### config.mk
export PLATFORM = sky130hd
export DESIGN_NAME = causal_moving_average_padded_top
export DESIGN_NICKNAME = d
export VERILOG_FILES = /design/src/rtl/core/cmavg_pkg.sv /design/src/rtl/core/cmavg_ram.sv /design/src/rtl/core/cmavg_div.sv /design/src/rtl/core/causal_moving_average_padded_top.sv
export SDC_FILE = /design/constraint.sdc
export NUM_CORES = 2
export LEC_CHECK = 0
export BUFFER_PORTS_ARGS = -buffer_cell sky130_fd_sc_hd__clkbuf_2
export CAP_MARGIN = 10
export CORE_MARGIN = 2
export CORE_UTILIZATION = 64
export CTS_CLUSTER_SIZE = 12
export DETAILED_ROUTE_END_ITERATION = 7
export HOLD_SLACK_MARGIN = 0.02
export PLACE_DENSITY = 0.84
export SYNTH_ARGS = -nofsm -noshare
export SYNTH_HDL_FRONTEND = slang
export SYNTH_SLANG_ARGS = --single-unit
### constraint.sdc
create_clock -name clk -period 8.3 [get_ports clk]
set_input_delay 0.83 -clock clk [delete_from_list [all_inputs] [get_ports clk]]
set_output_delay 0.83 -clock clk [all_outputs]
set_load 0.005 [all_outputs]
### src/rtl/core/cmavg_pkg.sv
package cmavg_pkg;

  // window length register, fixed by the register map
  localparam int CFG_W     = 7;
  localparam int CFG_RESET = 8;

endpackage

### src/rtl/core/cmavg_ram.sv
module cmavg_ram #(
  parameter int WIDTH = 16,
  parameter int DEPTH = 64
) (
  input  logic                     clk,
  input  logic                     wr_en,
  input  logic [$clog2(DEPTH)-1:0] wr_addr,
  input  logic [WIDTH-1:0]         wr_data,
  input  logic                     rd_en,
  input  logic [$clog2(DEPTH)-1:0] rd_addr,
  output logic [WIDTH-1:0]         rd_data
);

  logic [WIDTH-1:0] mem_r [DEPTH];
  logic [WIDTH-1:0] rd_data_r;

  always_ff @(posedge clk) begin
    if (wr_en) begin
      mem_r[wr_addr] <= wr_data;
    end
    if (rd_en) begin
      rd_data_r <= mem_r[rd_addr];
    end
  end

  assign rd_data = rd_data_r;

endmodule

### src/rtl/core/cmavg_div.sv
module cmavg_div #(
  parameter int SUM_W = 22,
  parameter int DIV_W = 7,
  parameter int Q_W   = 16
) (
  input  logic                    clk,
  input  logic                    rst_n,
  input  logic                    start,
  input  logic signed [SUM_W-1:0] dividend,
  input  logic [DIV_W-1:0]        divisor,
  output logic                    ready,
  output logic                    res_valid,
  input  logic                    res_ready,
  output logic [Q_W-1:0]          res_data
);

  localparam int CNT_W = $clog2(SUM_W);

  typedef enum logic [1:0] {
    D_IDLE,
    D_RUN,
    D_DONE
  } div_state_t;

  div_state_t         state_r;
  logic [SUM_W-1:0]   mag_r;
  logic [DIV_W-1:0]   rem_r;
  logic [DIV_W-1:0]   den_r;
  logic               neg_r;
  logic [CNT_W-1:0]   cnt_r;
  logic               res_valid_r;
  logic [Q_W-1:0]     res_data_r;

  logic [DIV_W:0]     rem_sh;
  logic               q_bit;
  logic [DIV_W-1:0]   rem_nxt;
  logic [SUM_W-1:0]   quo_signed;

  // restoring step: one quotient bit per cycle, quotient shifts into mag_r
  always_comb begin
    rem_sh  = {rem_r, mag_r[SUM_W-1]};
    q_bit   = (rem_sh >= {1'b0, den_r});
    rem_nxt = q_bit ? DIV_W'(rem_sh - {1'b0, den_r}) : rem_sh[DIV_W-1:0];
    quo_signed = neg_r ? (~mag_r + SUM_W'(1)) : mag_r;
  end

  always_ff @(posedge clk) begin
    if (!rst_n) begin
      state_r     <= D_IDLE;
      res_valid_r <= 1'b0;
    end else begin
      if ((state_r == D_DONE) && (!res_valid_r || res_ready)) begin
        res_valid_r <= 1'b1;
      end else if (res_valid_r && res_ready) begin
        res_valid_r <= 1'b0;
      end
      case (state_r)
        D_IDLE: begin
          if (start) begin
            neg_r   <= dividend[SUM_W-1];
            mag_r   <= dividend[SUM_W-1] ? (~dividend + SUM_W'(1)) : dividend;
            den_r   <= divisor;
            rem_r   <= '0;
            cnt_r   <= CNT_W'(SUM_W - 1);
            state_r <= D_RUN;
          end
        end
        D_RUN: begin
          mag_r <= {mag_r[SUM_W-2:0], q_bit};
          rem_r <= rem_nxt;
          cnt_r <= cnt_r - CNT_W'(1);
          if (cnt_r == '0) begin
            state_r <= D_DONE;
          end
        end
        D_DONE: begin
          if (!res_valid_r || res_ready) begin
            res_data_r  <= quo_signed[Q_W-1:0];
            state_r     <= D_IDLE;
          end
        end
        default: begin
          state_r <= D_IDLE;
        end
      endcase
    end
  end

  assign ready     = (state_r == D_IDLE);
  assign res_valid = res_valid_r;
  assign res_data  = res_data_r;

endmodule

### src/rtl/core/causal_moving_average_padded_top.sv
// path: a word accepted in S_IDLE passes S_UPD and S_DIVW, then the bit-serial divider, to out_tvalid
// the bit-serial divider after the sum update sets the word rate; S_DIVW holds until it is free
// the front end takes a word only in S_IDLE (ring read, update and write-back, divider hand-off)
// a window write triggers a recompute over min(fill, window) ring entries, padded with the first sample
// reset: synchronous active-low rst_n clears pointer, fill, sum, first sample, window = 8
module causal_moving_average_padded_top
  import cmavg_pkg::*;
#(
  parameter int MAX_WINDOW  = 64,
  parameter int SAMPLE_BITS = 16
) (
  input  logic                                  clk,
  input  logic                                  rst_n,
  input  logic                                  cfg_wr_en,
  input  logic [CFG_W-1:0]                      cfg_wr_data,
  input  logic                                  in_tvalid,
  output logic                                  in_tready,
  input  logic [((SAMPLE_BITS+7)/8)*8-1:0]      in_tdata,   // sample
  input  logic                                  in_tuser,   // restart
  output logic                                  out_tvalid,
  input  logic                                  out_tready,
  output logic [((SAMPLE_BITS+7)/8)*8-1:0]      out_tdata   // average
);

  localparam int DATA_W = ((SAMPLE_BITS + 7) / 8) * 8;
  localparam int PTR_W  = $clog2(MAX_WINDOW);
  localparam int WIN_W  = $clog2(MAX_WINDOW + 1);
  localparam int SUM_W  = SAMPLE_BITS + $clog2(MAX_WINDOW);
  localparam int PROD_W = WIN_W + 1 + SAMPLE_BITS;

  typedef enum logic [2:0] {
    S_IDLE,
    S_UPD,
    S_DIVW,
    S_SWEEP,
    S_SWFIN
  } ctl_state_t;

  ctl_state_t                    state_r;
  logic [CFG_W-1:0]              win_r;
  logic [PTR_W-1:0]              wp_r;
  logic [WIN_W-1:0]              fill_r;
  logic signed [SAMPLE_BITS-1:0] first_r;
  logic signed [SUM_W-1:0]       sum_r;
  logic                          pend_r;

  logic signed [SAMPLE_BITS-1:0] x_r;
  logic [WIN_W-1:0]              feff_r;
  logic [PTR_W-1:0]              wpe_r;

  logic [WIN_W-1:0]              used_r;
  logic [WIN_W-1:0]              cnt_r;
  logic [PTR_W-1:0]              sp_r;
  logic                          rdv_r;
  logic signed [SUM_W-1:0]       acc_r;

  logic [WIN_W-1:0]              w_eff;
  logic                          accept;
  logic                          restart;
  logic signed [SAMPLE_BITS-1:0] x_in;
  logic [PTR_W-1:0]              wp_eff;
  logic [WIN_W-1:0]              f_eff;
  logic [WIN_W-1:0]              back_idx;
  logic [PTR_W-1:0]              wp_inc;
  logic [PTR_W-1:0]              wp_dec;
  logic [PTR_W-1:0]              sp_dec;
  logic [WIN_W-1:0]              used_nxt;
  logic                          sweep_go;
  logic                          sweep_issue;

  logic                          ram_re;
  logic [PTR_W-1:0]              ram_raddr;
  logic                          ram_we;
  logic [SAMPLE_BITS-1:0]        ram_rdata;
  logic signed [SAMPLE_BITS-1:0] old_x;

  logic signed [PROD_W-1:0]      prod_wx;
  logic signed [PROD_W-1:0]      prod_pad;
  logic signed [SUM_W-1:0]       sum_nxt;
  logic signed [SUM_W-1:0]       sweep_sum_nxt;

  logic                          div_start;
  logic                          div_ready;
  logic [SAMPLE_BITS-1:0]        div_q;

  // window of zero counts as one, anything above the ring depth saturates
  always_comb begin
    if (win_r == '0) begin
      w_eff = WIN_W'(1);
    end else if (int'(win_r) > MAX_WINDOW) begin
      w_eff = WIN_W'(MAX_WINDOW);
    end else begin
      w_eff = WIN_W'(win_r);
    end
  end

  assign in_tready = (state_r == S_IDLE) && !pend_r;
  assign accept    = in_tvalid && in_tready;
  assign restart   = in_tuser;
  assign x_in      = in_tdata[SAMPLE_BITS-1:0];
  assign wp_eff    = restart ? '0 : wp_r;
  assign f_eff     = restart ? '0 : fill_r;
  assign sweep_go  = (state_r == S_IDLE) && pend_r;
  assign sweep_issue = (state_r == S_SWEEP) && (cnt_r < used_r);
  assign used_nxt  = (fill_r < w_eff) ? fill_r : w_eff;

  always_comb begin
    // slot of the word that leaves the window, read before this word overwrites it
    if (WIN_W'(wp_eff) >= w_eff) begin
      back_idx = WIN_W'(wp_eff) - w_eff;
    end else begin
      back_idx = WIN_W'(MAX_WINDOW) - w_eff + WIN_W'(wp_eff);
    end
    wp_inc = (wpe_r == PTR_W'(MAX_WINDOW - 1)) ? '0 : wpe_r + PTR_W'(1);
    wp_dec = (wp_r == '0) ? PTR_W'(MAX_WINDOW - 1) : wp_r - PTR_W'(1);
    sp_dec = (sp_r == '0) ? PTR_W'(MAX_WINDOW - 1) : sp_r - PTR_W'(1);
  end

  always_comb begin
    ram_re    = 1'b0;
    ram_raddr = back_idx[PTR_W-1:0];
    if (accept) begin
      ram_re = 1'b1;
    end else if (sweep_issue) begin
      ram_re    = 1'b1;
      ram_raddr = sp_r;
    end
    ram_we = (state_r == S_UPD);
  end

  assign old_x = ram_rdata;

  always_comb begin
    prod_wx  = $signed({1'b0, w_eff}) * x_r;
    prod_pad = $signed({1'b0, WIN_W'(w_eff - used_r)}) * first_r;
    if (feff_r == '0) begin
      sum_nxt = prod_wx[SUM_W-1:0];
    end else if (feff_r < w_eff) begin
      // a padding copy of the first sample gives way to the new word
      sum_nxt = sum_r + SUM_W'(x_r) - SUM_W'(first_r);
    end else begin
      sum_nxt = sum_r + SUM_W'(x_r) - SUM_W'(old_x);
    end
    sweep_sum_nxt = acc_r + prod_pad[SUM_W-1:0];
  end

  assign div_start = (state_r == S_DIVW) && div_ready;

  always_ff @(posedge clk) begin
    if (!rst_n) begin
      state_r <= S_IDLE;
      win_r   <= CFG_W'(CFG_RESET);
      wp_r    <= '0;
      fill_r  <= '0;
      first_r <= '0;
      sum_r   <= '0;
      pend_r  <= 1'b0;
      rdv_r   <= 1'b0;
    end else begin
      if (cfg_wr_en) begin
        win_r <= cfg_wr_data;
      end
      if (cfg_wr_en) begin
        pend_r <= 1'b1;
      end else if (sweep_go) begin
        pend_r <= 1'b0;
      end
      case (state_r)
        S_IDLE: begin
          if (accept) begin
            x_r     <= x_in;
            feff_r  <= f_eff;
            wpe_r   <= wp_eff;
            state_r <= S_UPD;
          end else if (sweep_go) begin
            used_r  <= used_nxt;
            cnt_r   <= '0;
            sp_r    <= wp_dec;
            acc_r   <= '0;
            rdv_r   <= 1'b0;
            state_r <= S_SWEEP;
          end
        end
        S_UPD: begin
          sum_r <= sum_nxt;
          wp_r  <= wp_inc;
          if (feff_r == '0) begin
            first_r <= x_r;
          end
          if (feff_r < WIN_W'(MAX_WINDOW)) begin
            fill_r <= feff_r + WIN_W'(1);
          end else begin
            fill_r <= feff_r;
          end
          state_r <= S_DIVW;
        end
        S_DIVW: begin
          if (div_ready) begin
            state_r <= S_IDLE;
          end
        end
        S_SWEEP: begin
          // walk back from the newest word, one ring read per cycle
          rdv_r <= sweep_issue;
          if (sweep_issue) begin
            cnt_r <= cnt_r + WIN_W'(1);
            sp_r  <= sp_dec;
          end
          if (rdv_r) begin
            acc_r <= acc_r + SUM_W'(old_x);
          end
          if (!sweep_issue && !rdv_r) begin
            state_r <= S_SWFIN;
          end
        end
        S_SWFIN: begin
          sum_r   <= sweep_sum_nxt;
          state_r <= S_IDLE;
        end
        default: begin
          state_r <= S_IDLE;
        end
      endcase
    end
  end

  cmavg_ram #(
    .WIDTH (SAMPLE_BITS),
    .DEPTH (MAX_WINDOW)
  ) u_ring (
    .clk     (clk),
    .wr_en   (ram_we),
    .wr_addr (wpe_r),
    .wr_data (x_r),
    .rd_en   (ram_re),
    .rd_addr (ram_raddr),
    .rd_data (ram_rdata)
  );

  cmavg_div #(
    .SUM_W (SUM_W),
    .DIV_W (WIN_W),
    .Q_W   (SAMPLE_BITS)
  ) u_div (
    .clk       (clk),
    .rst_n     (rst_n),
    .start     (div_start),
    .dividend  (sum_r),
    .divisor   (w_eff),
    .ready     (div_ready),
    .res_valid (out_tvalid),
    .res_ready (out_tready),
    .res_data  (div_q)
  );

  assign out_tdata = DATA_W'(div_q);

endmodule

==> flow_metrics.tcl <==
set metrics [dict create \
    vias 43400 \
    ff2ff_setup_slack_ps 920 \
    fmax_mhz 136 \
    ctsHoldBuffers 0 \
    gr-total-overflow 0 \
    synth_top_flop_cell "edfxtp_1" \
    place_ws_ps 1050 \
    synthMuxAreaShare_pct 0.631 \
    synth.top_cell.area_share_pct 56.3 \
    synthAdderAreaFrac_pct 10.1 \
    min-delay-start "in_tdata[10]" \
    synth_top_family_by_area "simple AND/OR/NAND/NOR gates" \
    rows 114 \
    fin_tns_setup_ps 0 \
    crit_type "reg -> reg" \
    violations "max-capacitance violations" \
    maxCapViolations 1 \
    route.detailed.wl_per_inst_um 23.6 \
    cts_resized 0 \
    syn-num-nets 5823 \
    power_frac_comb_pct 23.6 \
    arrival_ps 8040 \
    grt_pass1_vias 42700 \
    p_leak_uw 0.0255 \
    cts.root.buffer_cell "clkbuf_16" \
    cts_buffers 119 \
    period_needed_ps 7380 \
    hold_violations 0 \
    cts.path.max_buffers 3 \
    swShare_pct 30.8 \
    start_util_pct 64.5 \
    ys_seq_area_share_pct 58.5 \
    syn_area_per_cell_um2 11.5 \
    die_area_mm2 0.0999 \
    cts_tree "yes" \
    synth_compound_area_share_pct 7.10 \
    io_pins 47 \
    top_layer "met5" \
    drt_wl_total_um 160000 \
    synth_edf_count 1169 \
    drtIter0Drc 5950 \
    critPathMaxStageDelay_ps 560 \
    yosysMostFrequentCell "nand2_1" \
    crit_path_start_kind "register" \
    cts_max_level 3 \
    io_buffers 46 \
    setup_ws_ps 922 \
    powerDensity_mw_per_mm2 234 \
    track_usage_pct 32.0 \
    p_switching_uw 4860 \
    rsz0062_at_grt "no" \
    wl_met2_um 76100 \
    hold_path_end "x_r[10]" \
    grt_start_max_net_pins 175 \
    final_nets 5847 \
    antenna_found_initial 1 \
    core_area_mm2 0.0966 \
    ant_nets 0 \
    synth-simple-area-share_pct 17.4 \
    gp_congestion 0.915 \
    cts_setup_buffers 0 \
    hp-class "in -> reg" \
    synth_top_cells_by_count "nand2_1 (1,250), edfxtp_1 (1,169), inv_1 (321)" \
    met1_length_um 56400 \
    p_total_uw 15800 \
    yosys.area.top_type "edfxtp_1" \
    ys_ff_latch 1235 \
    ir_worst_vdd_v 0.000209 \
    wl_met3_um 17200 \
    holdPathStages 1 \
    syn_to_final_growth_pct 8.35 \
    cpMostUsedCell "inv_1" \
    r2r-start "win_r[1]" \
    viasPerCell 6.42 \
    dp_hpwl_um 98500 \
    period_share_pct 88.9 \
    syn_area_mm2 0.0623 \
    numClockSinks 1235 \
    synthArstFlopShare_pct 0 \
    synth_area_leaders "edfxtp_1 (56%), nand2_1 (7.5%), fa_1 (6.0%)" \
    r2r-end "sum_r[21]" \
    synth_cell_types 98 \
    reg2regPathDepth 30 \
    cp_slowest_cell "or4_1" \
    path_clk_slew_ps 70 \
    setup_viol 0 \
    die_y_um 316 \
    grt_pass1_wl_um 244000 \
    worstMarginPinSlew_ps 1470 \
    drv_slew 0 \
    clkLatencyLatePin_ps 740 \
    final_layout_size_suffix_gt1_share_pct 7.09 \
    p_int_uw 10900 \
    critPathMaxFanout 17 \
    synth-xor-area-share_pct 2.36 \
    seq_power_share_pct 45.0 \
    ys_warn_count 0 \
    skew_ps 74.5 \
    timing.hold.ws_ps 267 \
    dr.pass1.iters 7 \
    cp.required_ps 8970 \
    fp.dieW_um 316 \
    synthCells 5406 \
    drc 0 \
    worst_setup_path_end_kind "register" \
    outcome "finished with violations" \
    pwr-share-clk_pct 31.4 \
    max_slew_margin_pct 0.931 \
]
## sequential cells by signal (all words and copies together), names as in the netlist, 16 cells and up
| signal | cells |
|---|---|
| acc_r | 22 |
| first_r | 16 |
| sum_r | 22 |
| u_div.mag_r | 22 |
| u_div.res_data | 16 |
| u_ring.mem_r | 1024 |
| u_ring.rd_data | 16 |
| x_r | 16 |
## critical path: cells and delay by family, from the launching register on
kind            cells  cell delay [ps]
compound gates     11             2190
mux                 1              180
fa+ha+maj           6             2210
xor+xnor            1              150
buf+inv             6              500
simple gates        5             1750
flops               1              320
## cell families after synthesis
kind of cell,Yosys count
buffers and inverters,598
flip-flops,1235
adder cells (fa/ha/maj),388
AO/OA/AOI/OAI,626
multiplexers,37
AND/OR/NAND/NOR,2355
XOR/XNOR,167
## how the worst max path moves through the flow
stage                   from         to  slack, ps
floorplan           win_r[6]  sum_r[21]       1460
global placement    win_r[1]  sum_r[21]       1230
detailed placement  win_r[1]  sum_r[21]       1050
CTS                 win_r[1]  sum_r[21]       1020
global route        win_r[1]  sum_r[21]        500
finish              win_r[1]  sum_r[21]        920
## power by group through the flow
stage | combinational [uW] | sequential [uW] | clock [uW]
2_1_floorplan | 2530 | 7200 | 0
3_3_place_gp | 3490 | 7220 | 0
3_5_place_dp | 3600 | 7230 | 0
4_1_cts | 3640 | 7100 | 4980
5_1_grt | 4030 | 7110 | 5210
6_report | 3730 | 7100 | 4970
## area by class of cell
type                            count  area (um^2)
Antenna cell                        1         2.50
Clock buffer                      152         3160
Clock inverter                     26          265
Fill cell                        6297        29100
Inverter                          322         1210
Multi-Input combinational cell   3573        23500
Sequential cell                  1235        36400
Tap cell                         1276         1600
Timing Repair Buffer              179         1340
## cells in the final DEF, fill, tap and decap left out, types with 13 or more instances in the layout
master	instances
nand2_1	1250
edfxtp_1	1169
inv_1	321
nand3_1	258
nor2_1	201
ha_1	200
fa_1	188
and2_1	161
and3_1	140
a21oi_1	126
buf_4	125
clkbuf_16	121
nand4_1	119
xnor2_1	110
o21ai_0	102
a311oi_1	94
dfxtp_1	66
xor2_1	56
nand2b_1	46
clkbuf_2	46
a31oi_1	43
nor2b_1	39
nor3_1	33
nor4_1	32
a21o_1	32
a32oi_1	32
clkbuf_1	29
mux2i_1	28
a21boi_0	27
o21a_1	20
or3_1	17
a211oi_1	15
o221ai_1	14
clkinv_1	13
## stage by stage
step	cell area [um^2]	cells	util [%]
after global placement	64000	6583	66.3
after floorplan	62300	5406	-
after global routing	67500	6763	69.9
after CTS	67500	6761	69.9
final	67500	6764	69.9
after detailed placement	64000	6583	66.3
## layer usage
metal / vias to the layer above / GRT usage [%]
met5: - / 0
met4: 2 / 17.9
met3: 551 / 5.73
met2: 2714 / 52.4
met1: 21000 / 40.8
li1: 19100 / -
Power figures use the tool's default switching activity.
